--- config.mk ---
export PLATFORM = sky130hd
export DESIGN_NAME = cdconv_cell
export DESIGN_NICKNAME = d
export VERILOG_FILES = /design/src/cdconv_pkg.sv /design/src/cdconv_cell.sv
export SDC_FILE = /design/constraint.sdc
export NUM_CORES = 1
export LEC_CHECK = 0
export ABC_AREA = 0
export BUFFER_PORTS_ARGS = -buffer_cell sky130_fd_sc_hd__buf_2
export CORE_UTILIZATION = 40
export DETAILED_ROUTE_END_ITERATION = 16
export MAX_ROUTING_LAYER = met4
export PLACE_DENSITY = 0.78
export REMOVE_ABC_BUFFERS = 1
export SYNTH_ARGS = -nofsm -noshare
export SYNTH_HDL_FRONTEND = slang
export SYNTH_SLANG_ARGS = --single-unit
--- constraint.sdc ---
create_clock -name clk_i -period 0.8 [get_ports clk_i]
set_input_delay 0.16 -clock clk_i [delete_from_list [all_inputs] [get_ports clk_i]]
set_output_delay 0.16 -clock clk_i [all_outputs]
set_load 0.005 [all_outputs]
--- src/cdconv_pkg.sv ---
package cdconv_pkg;

  localparam int MaxIn      = 16;
  localparam int MaxOut     = 16;
  localparam int MaxTaps    = 8;
  localparam int MaxDil     = 16;
  localparam int FracBits   = 12;
  localparam int HistSteps  = 128;

  localparam int HistDepth   = HistSteps * MaxIn;
  localparam int WeightDepth = MaxOut * MaxIn * MaxTaps;
  localparam int HistAw      = $clog2(HistDepth);
  localparam int WeightAw    = $clog2(WeightDepth);
  localparam int StepW       = $clog2(HistSteps);
  localparam int ChW         = $clog2(MaxIn);
  localparam int CoW         = $clog2(MaxOut);
  localparam int KiW         = $clog2(MaxTaps);
  localparam int AccW        = 44;

  typedef enum logic [1:0] {
    ActPush   = 2'd0,
    ActWeight = 2'd1,
    ActBias   = 2'd2,
    ActNone   = 2'd3
  } action_e;

  localparam logic [2:0] CfgInCh   = 3'd0;
  localparam logic [2:0] CfgOutCh  = 3'd1;
  localparam logic [2:0] CfgTaps   = 3'd2;
  localparam logic [2:0] CfgSpacing = 3'd3;

  function automatic logic [4:0] clamp_cfg(input logic [4:0] v, input logic [4:0] hi);
    logic [4:0] r;
    if (v == 5'd0) begin
      r = 5'd1;
    end else if (v > hi) begin
      r = hi;
    end else begin
      r = v;
    end
    return r;
  endfunction

endpackage

--- src/cdconv_cell.sv ---
module cdconv_cell (
  input  logic                                clk_i,
  input  logic                                shift_i,
  input  logic signed [cdconv_pkg::AccW-1:0]  acc_i,
  output logic signed [cdconv_pkg::AccW-1:0]  acc_o
);

  logic signed [cdconv_pkg::AccW-1:0] acc_q;

  always_ff @(posedge clk_i) begin
    if (shift_i) begin
      acc_q <= acc_i;
    end
  end

  assign acc_o = acc_q;

endmodule

==> results of run 1 <==
[power breakdown]
part	leakage, nW	switching, mW	internal (mW)
Sequential	0.431	0.0506	2.74
Clock	0.0513	0.679	0.957
Combinational	0.553	0.203	0.342
Total	1.03	0.933	4.03
[what timing repair did]
item | CTS | global route
setup endpoints to repair | 44 | 44
hold buffers | 44 | 0
hold endpoints to repair | 44 | 0
[logic make-up (layout without fill, tap and decap cells)]
kind of cell	Yosys count	after routing	share of synthesized area [%]
buffers and inverters	0	143	0
DFF	44	44	100
[through the flow]
stage	instance area, sq um	worst slack, ns	total power [mW]	util (%)	setup TNS, ns
after floorplan	1320	0.285	2.86	-	0
after global placement	1860	0.00865	3.18	59.8	0
after detailed placement	1860	-0.00675	3.19	59.8	-0.179
after CTS	2390	-0.263	4.96	77.2	-9.96
after global routing	2390	-0.332	5.13	77.2	-12.19
final	2390	-0.290	4.97	77.2	-10.22
[final timing paths]
check | endpoint | slack (ns) | startpoint
max | acc_o[22] | -0.29 | acc_o[22]$_DFFE_PP_
min | acc_o[36]$_DFFE_PP_ | 0.22 | shift_i
[layout make-up]
class	count	area [sq um]	share of cell area (%)
flip-flops and latches	44	1320	55.2
repair buffers	136	921	38.5
clock inverters	2	60.1	2.51
clock buffers	5	37.5	1.57
well taps	44	55.1	2.30
[Yosys cell counts]
cell type / instances
edfxtp_1: 44
[layer usage]
metal	wire [um]	vias up	global-route usage, %
met4	128	0	13.3
met1	1110	455	17.3
met2	1890	63	38.8
met5	0	-	-
li1	-	464	-
met3	319	13	7.42
==> run summary, run 1 <==
most frequent cells in the layout: buf_2, edfxtp_1, dlygate4sd3_1
Slew Limit Headroom: 89.3%
crit-path max cell delay: 0.42 ns
routability congestion estimate: 0.688
Multi-input gate area: 0 sq um
Die Width: 59.5 um
Detailed Route Iter0 Violations: 26
largest net degree at the start of global routing: 31
synth warn: 0
WL/cell: 14.9 um
status: finished, violations left
Synth Instances: 44
final hold violation count: 0
share of cells above drive strength 1: 52.9%
Detailed Route WL: 3.44 mm
Leakage Power: 1.03 nW
worst-case clock buffer depth: 2
failing checks: negative setup slack
Initial Utilization: 42.6%
number of global-route vias before repair: 1011
critical setup path kind: reg -> out
Buf+Inv Stages, Crit Path: 1
Tmin final: 1.09 ns
Worst Path Max Fanout: 1
Yosys reg bits: 44
fin crit share: 136%
Worst VDD drop: 1.67 mV
Clk pin slew, worst setup/hold paths: 0.13 ns
Critical Path AT: 0.93 ns
post_cts resized: 0
initial antenna violation count: 0
post-synth cell types: 1
Power Density: 2070 mW/mm^2
Max Cap Violations: 0
DRC Markers: 0
Die Span Y: 59.5 um
Worst path depth: 1
CP Cell Sequence: buf_2
Min-Delay Path Depth: 2
CTS root buf: clkbuf_4
CTS tree: yes
Num CTS Buffers: 5
vias per cell: 4.31
Non-Filler Instances: 231
Post-Place Cells: 180
grt total ovfl: 0
H-tree Lvls: 2
ANT nets after route: 0
Layout Nets: 233
max FFs per register: 44
Tot GR Track Use: 21.1%
Worst Slack Setup Final: -0.290 ns
crit path launch type: flip-flop
HP Class: in -> reg
CP max-delay cell: edfxtp_1
first-pass GRT wire length: 4.73 mm
cells taking the most area after synthesis: edfxtp_1
worst endpoint required time: 0.64 ns
DR vias: 995
Setup Buffers After CTS: 0
unrepaired setup endpoints after global routing: yes
final setup vio count: 44
achievable frequency: 917 MHz
post-synth top area cell: edfxtp_1
DRT Pass-1 Iters: 4
#MultiIn Comb: 0
synth-to-layout area growth: 81.3%
Slew @ Worst Pin: 0.160 ns
crit-path leading delay family: flip-flops
# clock sinks: 44
FP Rows: 20
worst hold margin: 0.218 ns
Yosys top cell area share: 100%
Max Transition Viols Final: 0
commonest non-fill, non-tap cell in the layout: buf_2
Post-Syn Area per Cell: 30.0 sq um
I/O pin total: 90
ANT cells: 0
sequential cell area fraction in the yosys report: 100%
port bufs: 89
FILL cells: 205
Critical Path Sink Type: output port
core area: 0.00310 sq mm
Die ar.: 0.00354 sq mm
Netlist Area Pre-Place: 0.00132 sq mm
Note: power is estimated with default switching activity, not from simulation.
==> run 2: changes to the inputs <==
CELL_PAD_IN_SITES_DETAIL_PLACEMENT = 0   (was default)
CELL_PAD_IN_SITES_GLOBAL_PLACEMENT = 1   (was default)
CORE_UTILIZATION = 32   (was 40)
GPL_TIMING_DRIVEN = 0   (was default)
PLACE_DENSITY = default   (was 0.78)
PLACE_DENSITY_LB_ADDON = 0.1   (was default)
SETUP_SLACK_MARGIN = 0.4   (was default)
==> run 2 against run 1 <==
The flow still finishes with violations (negative setup slack). Fmax grew 14%. Combinational power shrank 34%. Die area grew 24%. Clock-buffer cell count grew 1. Sequential cell count is the same. Non-clock buffer count shrank 46. Routed wire length shrank 31%. First-iteration DRC count grew 23%. Largest cell class unchanged. Largest power group unchanged.
==> run summary, run 2 (synthesized netlist as in run 1, its figures left out) <==
initial antenna violation count: 0
Leakage Power: 0.857 nW
Critical Path Sink Type: output port
Non-Filler Instances: 190
Num CTS Buffers: 5
core area: 0.00380 sq mm
Initial Utilization: 34.8%
total power: 4.73 mW
I/O pin total: 90
DRT Pass-1 Iters: 4
Die ar.: 0.00439 sq mm
Power Density: 2390 mW/mm^2
Worst Path Max Fanout: 1
worst hold endpoint: acc_o[43]$_DFFE_PP_
worst-case clock buffer depth: 2
port bufs: 89
Detailed Route Iter0 Violations: 32
Setup Buffers After CTS: 0
placed cell area: 0.00183 sq mm
Die Span Y: 66.3 um
Tot GR Track Use: 11.1%
unrepaired setup endpoints after global routing: yes
first-pass GRT wire length: 3.24 mm
crit path launch type: flip-flop
crit-path leading delay family: flip-flops
Slew @ Worst Pin: 0.124 ns
failing checks: negative setup slack
DRC Markers: 0
CP Cell Sequence: buf_2
DP Worst Slack: -0.491 ns
Tmin final: 0.956 ns
sequential power share: 58.6%
H-tree Lvls: 2
design area: 0.00198 sq mm
Clk pin slew, worst setup/hold paths: 0.08 ns
final setup vio count: 44
crit-path max cell delay: 0.37 ns
Layout Utilization: 52.2%
WL/cell: 12.5 um
CTS tree: yes
HP Class: in -> reg
routability congestion estimate: 0.642
max FFs per register: 44
Slew Limit Headroom: 91.7%
# clock sinks: 44
status: finished, violations left
FP Rows: 22
fin crit share: 120%
DP HPWL: 1.68 mm
CP max-delay cell: edfxtp_1
Critical Path AT: 0.80 ns
min-delay src: acc_i[43]
CTS root buf: clkbuf_8
Layout Nets: 187
Max Transition Viols Final: 0
Min-Delay Path Depth: 1
sw power: 0.864 mW
#MultiIn Comb: 0
number of global-route vias before repair: 733
most frequent cells in the layout: buf_2, edfxtp_1, clkbuf_8
sw frac: 18.3%
Detailed Route WL: 2.38 mm
Worst VDD drop: 1.12 mV
DR vias: 786
Worst Slack Setup Final: -0.156 ns
Buf+Inv Stages, Crit Path: 1
Post-Place Cells: 181
Clk pwr share: 33.8%
combinational share of power: 7.6%
achievable frequency: 1050 MHz
largest net degree at the start of global routing: 45
share of cells above drive strength 1: 68.3%
vias per cell: 4.14
Max Cap Violations: 0
critical setup path kind: reg -> out
synth-to-layout area growth: 50.0%
ANT nets after route: 0
worst endpoint required time: 0.64 ns
final hold violation count: 0
grt total ovfl: 0
ANT cells: 0
Int Pwr: 3.87 mW
Die Width: 66.3 um
Multi-input gate area: 0 sq um
commonest non-fill, non-tap cell in the layout: buf_2
[run 2: area by class of cell]
type	instances	area [sq um]
flip-flops and latches	44	1320
well taps	48	60.1
repair buffers	90	493
fillers	327	1820
clock buffers	6	72.6
clock inverters	2	35.0
[run 2: worst max-delay path by stage]
stage                                   start             endpoint  depth (start not counted)
after floorplan            acc_o[0]$_DFFE_PP_             acc_o[0]                          0
after global placement                shift_i   acc_o[5]$_DFFE_PP_                          1
after detailed placement              shift_i  acc_o[26]$_DFFE_PP_                          1
after CTS                 acc_o[30]$_DFFE_PP_            acc_o[30]                          1
after global routing      acc_o[43]$_DFFE_PP_            acc_o[43]                          1
final                     acc_o[41]$_DFFE_PP_            acc_o[41]                          1
[run 2: what timing repair did]
item | CTS | global route
gates cloned | 0 | 1
hold buffers | 0 | 0
gates resized for setup | 5 | 0
endpoints found under the setup margin | 88 | 76
[run 2: power groups by stage]
stage | Clock (mW) | Sequential, mW | Combinational [mW]
after floorplan | 0 | 2.86 | 0
after global placement | 0 | 2.82 | 0.340
after detailed placement | 0 | 2.83 | 0.346
after CTS | 1.67 | 2.78 | 0.357
after global routing | 1.74 | 2.79 | 0.400
final | 1.60 | 2.77 | 0.361
[run 2: metal layers]
metal,track usage [%],up-vias,wire (um)
met1,11.4,358,865
met5,-,-,0
met3,3.79,2,254
met2,18.5,56,1250
met4,6.38,0,10
li1,-,370,-
[run 2: metrics by stage]
step                setup TNS (ns)  hold slack [ns]
floorplan                        0            0.259
global placement            -20.29            0.336
CTS                          -6.76           0.0287
detailed placement          -21.53            0.338
global route                 -7.81           0.0235
finish                       -5.92           0.0447
